==> src/hw/rtl/antialiased_line_stepper_core_assert.svh <==
// Assertion macros for the antialiased line stepper RTL.
// Depends on nothing; included by modules that check their own logic.
`ifndef ANTIALIASED_LINE_STEPPER_CORE_ASSERT_SVH
`define ANTIALIASED_LINE_STEPPER_CORE_ASSERT_SVH
`ifndef SYNTHESIS
// same-cycle implication
`define ALSC_ASSERT_IMPL(label, clk, rst_n, ante, cons) \
	label: assert property (@(posedge clk) disable iff (!(rst_n)) (ante) |-> (cons)) \
		else $error("implication check failed");
// next-cycle implication
`define ALSC_ASSERT_NEXT(label, clk, rst_n, ante, cons) \
	label: assert property (@(posedge clk) disable iff (!(rst_n)) (ante) |=> (cons)) \
		else $error("next-cycle check failed");
`else
`define ALSC_ASSERT_IMPL(label, clk, rst_n, ante, cons)
`define ALSC_ASSERT_NEXT(label, clk, rst_n, ante, cons)
`endif
`endif

==> src/hw/rtl/alsc_pkg.sv <==
// Shared types and constants for the antialiased line stepper.
// No dependencies; used by alsc_div and antialiased_line_stepper_core.
`default_nettype none
package alsc_pkg;

	localparam int COORD_BITS = 12;
	localparam int FRAC_BITS = 16;
	localparam int PORT_COORD_W = 12;
	localparam int COV_W = 9;
	localparam logic [COV_W-1:0] COV_FULL = 9'd256;
	localparam int S_TDATA_W = 48;
	localparam int M_TDATA_W = 72;

	localparam logic FUNC_LOAD = 1'b0;
	localparam logic FUNC_STEP = 1'b1;

	typedef enum logic [3:0] {
		ST_IDLE  = 4'b0001,
		ST_AXIS  = 4'b0010,
		ST_ORDER = 4'b0100,
		ST_DIV   = 4'b1000
	} state_t;

	typedef struct packed {
		logic busy;
		logic done;
	} div_stat_t;

endpackage
`default_nettype wire

==> src/hw/rtl/alsc_div.sv <==
// Iterative slope divider: one compare-subtract per cycle, yielding an FB+1-bit quotient.
// Uses alsc_pkg for the status struct.
`default_nettype none
module alsc_div #(
	parameter int CB = alsc_pkg::COORD_BITS,
	parameter int FB = alsc_pkg::FRAC_BITS
) (
	input  wire                   clk,
	input  wire                   arst_n,
	input  wire                   start,
	input  wire  [CB-1:0]         dividend,
	input  wire  [CB-1:0]         divisor,
	output alsc_pkg::div_stat_t   stat,
	output logic [FB:0]           quotient
);
	localparam int CW = $clog2(FB + 1);

	logic          busy_q;
	logic          done_q;
	logic          first_q;
	logic [CW-1:0] cnt_q;
	logic [CB-1:0] rem_q;
	logic [CB-1:0] div_q;
	logic [FB:0]   quo_q;

	logic [CB:0]   trial;
	logic          ge;
	logic [CB:0]   diff;

	// first iteration yields the integer bit, later ones shift in zeros
	assign trial = first_q ? {1'b0, rem_q} : {rem_q, 1'b0};
	assign ge    = trial >= {1'b0, div_q};
	assign diff  = trial - {1'b0, div_q};

	always_ff @(posedge clk or negedge arst_n) begin
		if (!arst_n) begin
			busy_q  <= 1'b0;
			done_q  <= 1'b0;
			first_q <= 1'b0;
			cnt_q   <= '0;
		end else begin
			done_q <= 1'b0;
			if (start) begin
				busy_q  <= 1'b1;
				first_q <= 1'b1;
				cnt_q   <= CW'(FB);
			end else if (busy_q) begin
				first_q <= 1'b0;
				if (cnt_q == '0) begin
					busy_q <= 1'b0;
					done_q <= 1'b1;
				end else begin
					cnt_q <= cnt_q - 1'b1;
				end
			end
		end
	end

	always_ff @(posedge clk) begin
		if (start) begin
			rem_q <= dividend;
			div_q <= divisor;
			quo_q <= '0;
		end else if (busy_q) begin
			rem_q <= ge ? diff[CB-1:0] : trial[CB-1:0];
			quo_q <= {quo_q[FB-1:0], ge};
		end
	end

	assign stat.busy = busy_q;
	assign stat.done = done_q;
	assign quotient  = quo_q;

endmodule
`default_nettype wire

==> src/hw/rtl/antialiased_line_stepper_core.sv <==
// Channel   Dir  Width  Contents
// s_*       in   48+1   line endpoints (tdata), func (tuser)
// m_*       out  72+1+1 pixel pair (tdata), second_valid (tuser), last column (tlast)
//
// Load: accepted, then setup in ST_AXIS and ST_ORDER and the divide in ST_DIV (FB+1
// compare-subtract steps in alsc_div, then the quotient is taken); no minor motion skips the divide.
// Step: one column per accepted step on an active line, taken only while the output register is free or draining.
// s_tready stays low during setup and division. Reset clears the sequencer and line state.
// Top level of the antialiased line stepper; depends on alsc_pkg, alsc_div and the assert header.
`default_nettype none
`include "antialiased_line_stepper_core_assert.svh"
module antialiased_line_stepper_core #(
	parameter int COORD_BITS = alsc_pkg::COORD_BITS,
	parameter int FRAC_BITS  = alsc_pkg::FRAC_BITS
) (
	input  wire                              clk,
	input  wire                              arst_n,
	input  wire                              s_tvalid,
	output logic                             s_tready,
	// start_x, start_y, end_x, end_y (12 bits each, from bit 0 up)
	input  wire  [alsc_pkg::S_TDATA_W-1:0]   s_tdata,
	// func
	input  wire                              s_tuser,
	output logic                             m_tvalid,
	input  wire                              m_tready,
	// first_px_x, first_px_y, first_coverage, second_px_x, second_px_y,
	// second_coverage, zero fill (from bit 0 up)
	output logic [alsc_pkg::M_TDATA_W-1:0]   m_tdata,
	// second_valid
	output logic                             m_tuser,
	output logic                             m_tlast
);
	localparam int CB = COORD_BITS;
	localparam int FB = FRAC_BITS;
	localparam int EW = CB + FB;
	localparam int PW = alsc_pkg::PORT_COORD_W;
	localparam int CW = alsc_pkg::COV_W;
	localparam logic [EW-1:0] ERR_MAX = {EW{1'b1}};

	alsc_pkg::state_t state_q;

	logic [CB-1:0] ax_q, ay_q, bx_q, by_q;
	logic [CB-1:0] amaj_q, amin_q, bmaj_q, bmin_q;
	logic          steep_q, falling_q, flat_q, active_q;
	logic [CB-1:0] cur_q, end_q;
	logic [EW-1:0] err_q;
	logic [FB:0]   slope_q;

	logic          m_tvalid_q, m_tuser_q, m_tlast_q;
	logic [alsc_pkg::M_TDATA_W-1:0] m_tdata_q;

	logic s_fire, load_fire, step_fire;

	assign s_tready  = (state_q == alsc_pkg::ST_IDLE) && (!m_tvalid_q || m_tready);
	assign s_fire    = s_tvalid && s_tready;
	assign load_fire = s_fire && (s_tuser == alsc_pkg::FUNC_LOAD);
	assign step_fire = s_fire && (s_tuser == alsc_pkg::FUNC_STEP) && active_q;

	// axis exchange
	logic [CB-1:0] adx, ady;
	logic          steep_c;
	assign adx     = (bx_q > ax_q) ? bx_q - ax_q : ax_q - bx_q;
	assign ady     = (by_q > ay_q) ? by_q - ay_q : ay_q - by_q;
	assign steep_c = ady > adx;

	// endpoint ordering along the major axis
	logic          swap_c;
	logic [CB-1:0] omaj0, omin0, omaj1, omin1, dmaj_c, dmin_c;
	assign swap_c = bmaj_q < amaj_q;
	assign omaj0  = swap_c ? bmaj_q : amaj_q;
	assign omin0  = swap_c ? bmin_q : amin_q;
	assign omaj1  = swap_c ? amaj_q : bmaj_q;
	assign omin1  = swap_c ? amin_q : bmin_q;
	assign dmaj_c = omaj1 - omaj0;
	assign dmin_c = (omin1 > omin0) ? omin1 - omin0 : omin0 - omin1;

	alsc_pkg::div_stat_t div_stat;
	logic                div_start;
	logic [FB:0]         div_quo;
	assign div_start = (state_q == alsc_pkg::ST_ORDER) && (dmin_c != '0);

	alsc_div #(
		.CB(CB),
		.FB(FB)
	) u_div (
		.clk      (clk),
		.arst_n   (arst_n),
		.start    (div_start),
		.dividend (dmin_c),
		.divisor  (dmaj_c),
		.stat     (div_stat),
		.quotient (div_quo)
	);

	// column result
	logic [CB-1:0] ip, ip_up, ip_dn, nb_min;
	logic [7:0]    f8;
	logic [CW-1:0] cov_f, cov_r, cov1, cov2;
	logic [PW-1:0] p1x, p1y, p2x, p2y;
	logic          is_last;
	assign ip      = err_q[EW-1:FB];
	assign ip_up   = ip + 1'b1;
	assign ip_dn   = ip - 1'b1;
	assign nb_min  = falling_q ? ip_dn : ip_up;
	assign f8      = err_q[FB-1:FB-8];
	assign cov_f   = {1'b0, f8};
	assign cov_r   = alsc_pkg::COV_FULL - cov_f;
	assign is_last = cur_q == end_q;
	assign p1x     = PW'(steep_q ? ip : cur_q);
	assign p1y     = PW'(steep_q ? cur_q : ip);
	assign p2x     = flat_q ? '0 : PW'(steep_q ? nb_min : cur_q);
	assign p2y     = flat_q ? '0 : PW'(steep_q ? cur_q : nb_min);
	assign cov1    = flat_q ? alsc_pkg::COV_FULL : (falling_q ? cov_f : cov_r);
	assign cov2    = flat_q ? '0 : (falling_q ? cov_r : cov_f);

	// saturating error update
	logic [EW:0]   err_sum, err_dif;
	logic [EW-1:0] err_next;
	assign err_sum = {1'b0, err_q} + (EW+1)'(slope_q);
	assign err_dif = {1'b0, err_q} - (EW+1)'(slope_q);
	always_comb begin
		if (falling_q)
			err_next = (err_dif[EW] || err_dif == '0) ? '0 : err_dif[EW-1:0];
		else
			err_next = (err_sum >= {1'b0, ERR_MAX}) ? ERR_MAX : err_sum[EW-1:0];
	end

	always_ff @(posedge clk or negedge arst_n) begin
		if (!arst_n) begin
			state_q    <= alsc_pkg::ST_IDLE;
			steep_q    <= 1'b0;
			falling_q  <= 1'b0;
			flat_q     <= 1'b0;
			active_q   <= 1'b0;
			cur_q      <= '0;
			end_q      <= '0;
			err_q      <= '0;
			slope_q    <= '0;
			m_tvalid_q <= 1'b0;
		end else begin
			if (step_fire)
				m_tvalid_q <= 1'b1;
			else if (m_tready)
				m_tvalid_q <= 1'b0;
			case (state_q)
				alsc_pkg::ST_IDLE: begin
					if (load_fire) begin
						active_q <= 1'b0;
						state_q  <= alsc_pkg::ST_AXIS;
					end else if (step_fire) begin
						if (is_last) begin
							active_q <= 1'b0;
						end else begin
							cur_q <= cur_q + 1'b1;
							if (!flat_q)
								err_q <= err_next;
						end
					end
				end
				alsc_pkg::ST_AXIS: begin
					steep_q <= steep_c;
					state_q <= alsc_pkg::ST_ORDER;
				end
				alsc_pkg::ST_ORDER: begin
					cur_q     <= omaj0;
					end_q     <= omaj1;
					err_q     <= {omin0, {FB{1'b0}}};
					falling_q <= omin1 < omin0;
					flat_q    <= dmin_c == '0;
					slope_q   <= '0;
					active_q  <= 1'b1;
					state_q   <= (dmin_c == '0) ? alsc_pkg::ST_IDLE : alsc_pkg::ST_DIV;
				end
				alsc_pkg::ST_DIV: begin
					if (div_stat.done) begin
						slope_q <= div_quo;
						state_q <= alsc_pkg::ST_IDLE;
					end
				end
				default: state_q <= alsc_pkg::ST_IDLE;
			endcase
		end
	end

	// payload: raw endpoints, axis-exchanged endpoints, result
	always_ff @(posedge clk) begin
		if (load_fire) begin
			ax_q <= CB'(s_tdata[11:0]);
			ay_q <= CB'(s_tdata[23:12]);
			bx_q <= CB'(s_tdata[35:24]);
			by_q <= CB'(s_tdata[47:36]);
		end
		if (state_q == alsc_pkg::ST_AXIS) begin
			amaj_q <= steep_c ? ay_q : ax_q;
			amin_q <= steep_c ? ax_q : ay_q;
			bmaj_q <= steep_c ? by_q : bx_q;
			bmin_q <= steep_c ? bx_q : by_q;
		end
		if (step_fire) begin
			m_tdata_q <= {6'd0, cov2, p2y, p2x, cov1, p1y, p1x};
			m_tuser_q <= !flat_q;
			m_tlast_q <= is_last;
		end
	end

	assign m_tvalid = m_tvalid_q;
	assign m_tdata  = m_tdata_q;
	assign m_tuser  = m_tuser_q;
	assign m_tlast  = m_tlast_q;

	`ALSC_ASSERT_IMPL(a_busy_in_div, clk, arst_n, div_stat.busy, state_q == alsc_pkg::ST_DIV)
	`ALSC_ASSERT_IMPL(a_done_in_div, clk, arst_n, div_stat.done, state_q == alsc_pkg::ST_DIV)
	`ALSC_ASSERT_NEXT(a_last_ends_line, clk, arst_n, step_fire && is_last, !active_q)
	`ALSC_ASSERT_IMPL(a_flat_full_cov, clk, arst_n, m_tvalid_q && !m_tuser_q, m_tdata_q[32:24] == alsc_pkg::COV_FULL && m_tdata_q[65:57] == '0)

endmodule
`default_nettype wire

==> config.mk <==
export PLATFORM = sky130hd
export DESIGN_NAME = antialiased_line_stepper_core
export DESIGN_NICKNAME = d
export VERILOG_FILES = /design/src/hw/rtl/alsc_pkg.sv /design/src/hw/rtl/alsc_div.sv /design/src/hw/rtl/antialiased_line_stepper_core.sv
export VERILOG_INCLUDE_DIRS = /design/src /design/src/hw/rtl
export SDC_FILE = /design/constraint.sdc
export NUM_CORES = 1
export LEC_CHECK = 0
export BUFFER_PORTS_ARGS = -buffer_cell sky130_fd_sc_hd__buf_2
export CORE_AREA = 3 3 267 269
export CTS_BUF_LIST = sky130_fd_sc_hd__clkbuf_4
export DETAILED_ROUTE_END_ITERATION = 12
export DIE_AREA = 0 0 270 272
export PLACE_DENSITY = 0.45
export SLEW_MARGIN = 20
export SYNTH_ARGS = -nofsm -noshare
export SYNTH_HDL_FRONTEND = slang
export SYNTH_SLANG_ARGS = --single-unit
==> constraint.sdc <==
create_clock -name clk -period 7.9 [get_ports clk]
set_input_delay 1.185 -clock clk [delete_from_list [all_inputs] [get_ports clk]]
set_output_delay 1.185 -clock clk [all_outputs]
set_load 0.005 [all_outputs]
==> metrics.cfg, run 1 <==
[run_status]
outcome = completed

[sta]
fmax_ghz = 0.1404
finalHoldViolations = 0
min_period_ps = 7124
clock_skew_ps = 79.62
finalSetupViolations = 0
finalCritPeriodShare = 0.9018
tightest_slew_ps = 1054
timing.hold.ws_ps = 309.3
drv_slew = 0
worst_slack_ps = 775.8
grt_setup_unrepaired = no
finalSetupTns_ps = 0
slew_headroom = 0.2974

[logic_synthesis]
synth_top_family_by_area = compound AO/OA/AOI/OAI gates
synthTopCellsByCount = 267 x nand2_1, 187 x edfxtp_1, 172 x o21ai_0, 160 x inv_1, 151 x a21oi_1
synth_async_sr_flop_share = 0.2966
yosys.area_share.simple = 0.1570
synth_fa_ha_area_frac = 0.09705
syn_area_per_cell_um2 = 9.099
synth_top_area_frac = 0.2726
synth_mux_area_frac = 0.04683
synthCells = 2264
synth_top_area_cell = edfxtp_1
synthFlopType = edfxtp_1
synth_most_common_cell = nand2_1
ys_ff_latch = 290
syn_area_um2 = 20600
synth_cell_types = 90
synth_xor_area_frac = 0.05399
synth_compound_area_frac = 0.1960
synthTopCellsByArea = edfxtp_1 27%, dfrtp_1 10%, ha_1 8.1%
yosys_warnings = 0
synth_edf_count = 187
synth-seq-area-share = 0.3936

[worst_setup_path]
path_class = flop to flop
r2r_cells = 23
critPathMaxFanout = 48
critPathArrivalTime_ps = 7640
crit_required_ps = 8410
start_kind = flop
cp-end-kind = flop

[placement]
port_buffers = 122
routabilityCongestion = 0.9163
dp_slack_ps = 911.5
dp_hpwl_mm = 49.59
dpl.cell_count = 3227

[pwr]
p_int_uw = 4495
p_switching_uw = 3555
p_leak_uw = 0.009658
swShare = 0.4416
vdd_drop_max_mv = 0.1182
clkPwrFrac = 0.185
p_seq_frac = 0.300
powerDensity_nw_per_um2 = 346.1
combPwrFrac = 0.515

[clock_tree]
htree_levels = 3
ctsResizeCount = 0
cts_tree = done
cts.sinks = 290
cts_buffer_depth = 3
cts_buffers = 87
hold_buffers = 0
clk_latency_ps = 870
clockRootBuffer = clkbuf_4
clkTransAtPathRegs_ps = 60
cts_setup_buffers = 0

[floorplan]
die_area_um2 = 73440
die_x_um = 270
fp-row-count = 96
core_area_um2 = 68830
initial_core_util = 0.2993
die_h_um = 272
pin_count = 129

[global_route]
gr-total-overflow = 0
gr-usage-all-layers = 0.1732
grt_pass1_wl_mm = 99.88
grt_max_degree = 74
grt_pass1_vias = 17240
antenna_found_initial = 3

[cells_and_area]
fin_util = 0.3380
fin_cells = 3384
layout-drive-gt1-share = 0.1457
syn_to_final_growth_pct = 12.91
nNetsFinal = 2579

[route]
drt_iter0_markers = 1543
avgRoutedWirePerCell_um = 18.96
via_per_inst = 5.083
vias = 17200
antenna_left = 0
drc = 0
dr.pass1.iters = 5
routed_wl_mm = 64.16

[run]
drv_cap = 0

[hold_path]
hp-class = input pin to async pin

-- layer usage --
| layer | vias up | wire length [µm] | GRT usage | share of wire |
|---|---|---|---|---|
| li1 | 8440 | - | - | - |
| met1 | 8171 | 28640 | 0.2219 | 0.45 |
| met2 | 470 | 30230 | 0.2909 | 0.47 |
| met4 | 2 | 2080 | 0.06437 | 0.032 |
| met5 | - | 13 | 0 | 0.00020 |
| met3 | 118 | 3193 | 0.03233 | 0.050 |
-- power by group through the flow --
stage / clock network, µW / registers [µW] / logic, µW
5_1_grt: 1650 / 2460 / 4650
3_3_place_gp: 0 / 2440 / 4080
6_report: 1490 / 2410 / 4150
2_1_floorplan: 0 / 2240 / 3210
4_1_cts: 1560 / 2420 / 4160
3_5_place_dp: 0 / 2450 / 4130
-- cell type report --
type | count | area (µm²)
Fill cell | 7219 | 45570
Multi-Input combinational cell | 1694 | 11430
Sequential cell | 290 | 8112
Tap cell | 931 | 1165
Clock buffer | 125 | 938.4
Timing Repair Buffer | 147 | 800.8
Inverter | 165 | 619.3
Clock inverter | 29 | 186.4
Antenna cell | 3 | 7.507
-- sequential cells by signal, indices dropped and copies added (netlist names), 4 cells and up --
signal,flops
u_div.quotient,17
slope_q,17
bx_q,12
err_q,28
bmaj_q,12
m_tdata,65
u_div.cnt_q,5
cur_q,12
u_div.div_q,12
bmin_q,12
amaj_q,12
ay_q,12
amin_q,12
end_q,12
state_q,4
ax_q,12
by_q,12
u_div.rem_q,12
-- cell usage in the layout, fill, tap and decap left out, types with 39 or more instances in the layout --
cell and instances:
xor2_1 39, o21ai_0 171, dfrtp_1 83, nand2_1 267, a21oi_1 150, buf_2 121
nor2_1 138, ha_1 133, mux2i_1 66, clkbuf_4 125, a21o_1 54, inv_1 159
xnor2_1 88, nand2b_1 54, edfxtp_1 187
-- logic make-up (layout without fill, tap and decap cells) --
kind of cell | after synthesis | in the layout
other | 1 | 9
XOR/XNOR | 127 | 127
flip-flops | 290 | 290
buffers and inverters | 285 | 466
multiplexers | 93 | 93
AO/OA/AOI/OAI | 632 | 632
AND/OR/NAND/NOR | 678 | 678
adder cells (fa/ha/maj) | 158 | 158
-- metrics by stage --
| step | area (µm²) | power [µW] |
|---|---|---|
| after floorplan | 20620 | 5451 |
| after global placement | 22130 | 6527 |
| after detailed placement | 22130 | 6581 |
| after CTS | 23250 | 8138 |
| after global routing | 23260 | 8754 |
| final | 23260 | 8050 |
-- path summary, 6_finish.rpt --
path	endpoint	slack (ps)	startpoint
max	amin_q[9]	780	bx_q[0]
min	slope_q[15]	310	arst_n
max reg2reg	amin_q[9]	780	bx_q[0]
min reg2reg	slope_q[3]	470	u_div.quotient[3]
max in group asynchronous	u_div.first_q	6490	arst_n
min in group clk	slope_q[3]	470	u_div.quotient[3]
-- worst max-delay path: stages (launching register included) --
cell and delay (ps):
edfxtp_1 420, inv_1 90, ha_1 160, inv_1 70, fa_1 410, a21o_1 170, a21o_1 190, a21o_1 180
a21o_1 180, a21o_1 180, a21oi_1 250, a21o_1 690, mux2_2 410, a2111oi_0 710, o221ai_1 280, xnor2_1 190
ha_1 300, a21o_1 160, a21o_1 170, a2111oi_0 760, nor2_4 240, buf_4 350, nand2_1 100, o21ai_0 110
(Power assumes the default switching activity.)
==> run 2: changes to the inputs <==
==> constraint.sdc (replaced) <==
create_clock -name clk -period 7.9 [get_ports clk]
set_input_delay 0.79 -clock clk [delete_from_list [all_inputs] [get_ports clk]]
set_output_delay 0.79 -clock clk [all_outputs]
set_load 0.005 [all_outputs]
==> run 2 against run 1 <==
- first-iteration DRC count shrank 6.2%
- largest cell class unchanged
- clock skew up 1.1 ps
- register-to-register slack about the same
- final cell count about the same
==> metrics.cfg, run 2 (same netlist as run 1, synthesis figures left out) <==
[worst_setup_path]
crit_required_ps = 8410  ; about the same
path_class = flop to flop  ; unchanged
start_kind = flop  ; unchanged
critPathArrivalTime_ps = 7640  ; about the same
critPathMaxFanout = 48  ; unchanged
cp-end-kind = flop  ; unchanged
r2r_cells = 23  ; unchanged

[floorplan]
die_area_um2 = 73440  ; unchanged
pin_count = 129  ; unchanged
initial_core_util = 0.2993  ; unchanged
core_area_um2 = 68830  ; unchanged
die_x_um = 270  ; unchanged
die_h_um = 272  ; unchanged
fp-row-count = 96  ; unchanged

[clock_tree]
clk_latency_ps = 870  ; about the same
htree_levels = 3  ; unchanged
cts.sinks = 290  ; unchanged
cts_buffer_depth = 3  ; unchanged
cts_setup_buffers = 0  ; unchanged
hold_buffers = 1  ; was 0
cts_buffers = 87  ; unchanged
ctsResizeCount = 0  ; unchanged
clkTransAtPathRegs_ps = 60  ; about the same
clockRootBuffer = clkbuf_4  ; unchanged
cts_tree = done  ; unchanged

[global_route]
gr-total-overflow = 0  ; unchanged
grt_pass1_vias = 17250  ; was 17,240
grt_max_degree = 74  ; unchanged
grt_pass1_wl_mm = 99.88  ; about the same
antenna_found_initial = 3  ; unchanged
gr-usage-all-layers = 0.1732  ; unchanged

[route]
vias = 17240  ; was 17,200
antenna_left = 0  ; unchanged
drc = 0  ; unchanged
dr.pass1.iters = 6  ; was 5
routed_wl_mm = 64.16  ; about the same
avgRoutedWirePerCell_um = 18.95  ; was 18.96 µm
via_per_inst = 5.094  ; was 5.083
drt_iter0_markers = 1447  ; was 1,543

[pwr]
powerDensity_nw_per_um2 = 346.0  ; was 346.1 nW/µm²
p_leak_uw = 0.009662  ; was 0.009658 µW
vdd_drop_max_mv = 0.1179  ; was 0.1182 mV

[placement]
dp_slack_ps = 911.5  ; unchanged
port_buffers = 122  ; unchanged
routabilityCongestion = 0.9163  ; unchanged
dp_hpwl_mm = 49.59  ; unchanged

[sta]
tightest_slew_ps = 1053  ; was 1054 ps
worst_slack_ps = 771.9  ; was 775.8 ps
grt_setup_unrepaired = no  ; unchanged
finalHoldViolations = 0  ; unchanged
fmax_ghz = 0.1403  ; was 0.1404 GHz
finalSetupTns_ps = 0  ; unchanged
finalSetupViolations = 0  ; unchanged
finalCritPeriodShare = 0.9023  ; was 0.9018
min_period_ps = 7128  ; was 7124 ps
slew_headroom = 0.2978  ; was 0.2974
drv_slew = 0  ; unchanged
clock_skew_ps = 80.67  ; was 79.62 ps
timing.hold.ws_ps = 97.51  ; was 309.3 ps

[cells_and_area]
layout-drive-gt1-share = 0.1457  ; about the same
layout_common_cells = 267 x nand2_1, 187 x edfxtp_1, 171 x o21ai_0  ; unchanged
nNetsFinal = 2580  ; was 2,579
syn_to_final_growth_pct = 12.96  ; was 12.91%
largest_reg_flops = 65  ; unchanged
final_common_cell = nand2_1  ; unchanged

[hold_path]
hp-class = input pin to flop  ; was input pin to async pin
hold_depth = 1

[run_status]
outcome = completed  ; unchanged

[run]
drv_cap = 0  ; unchanged

==> run 2: cell types whose count changed in the layout (fill, tap and decap cells not counted) <==
| cell | delta |
|---|---|
| dlygate4sd3_1 | +1 |
==> run 2: final timing paths <==
check                                       start             to  slack (ps)
worst max-delay path                      bx_q[0]      amin_q[9]         770
worst min-delay path                  s_tdata[39]        by_q[3]         100
worst max register to register            bx_q[0]      amin_q[9]         770
worst min register to register  u_div.quotient[3]     slope_q[3]         470
max in group asynchronous                  arst_n  u_div.first_q        6320
min in group asynchronous                  arst_n    slope_q[15]         470
==> run 2: area by class of cell <==
class	instances	area [µm²]
fill	7218	45550
multi-input combinational	1694	11430
sequential	290	8112
tap	931	1165
clock buffer	125	938.4
timing repair buffer	148	810.8
inverter	165	619.3
clock inverter	29	186.4
antenna	3	7.507
==> run 2: metrics by stage <==
step                instances  total power (µW)  cell area [µm²]  utilization
floorplan                2269              5451            20620            -
global placement         3227              6527            22130       0.3215
detailed placement       3227              6581            22130       0.3215
CTS                      3382              8139            23260       0.3380
global route             3385              8754            23270       0.3381
finish                   3385              8052            23270       0.3381
==> run 2: where the power goes <==
part / internal [µW] / leakage, µW / switching, µW
clock: 794 / 0.000670 / 696
combinational: 1650 / 0.00602 / 2500
sequential: 2050 / 0.00298 / 364
==> run 2: worst max-delay path: stages (launching register included) <==
cell       delay [ps]
edfxtp_1          420
inv_1              90
ha_1              160
inv_1              70
fa_1              410
a21o_1            170
a21o_1            190
a21o_1            180
a21o_1            180
a21o_1            180
a21oi_1           250
a21o_1            690
mux2_2            410
a2111oi_0         710
o221ai_1          280
xnor2_1           190
ha_1              300
a21o_1            160
a21o_1            170
a2111oi_0         760
nor2_4            240
buf_4             350
nand2_1           100
o21ai_0           110
==> run 2: metal layers <==
layer  up-vias  global-route usage  part of all wire
li1       8435                   -                 -
met1      8191              0.2219              0.44
met2       496              0.2909              0.47
met3       118             0.03233             0.054
met4         2             0.06437             0.033
met5         -                   0           0.00020
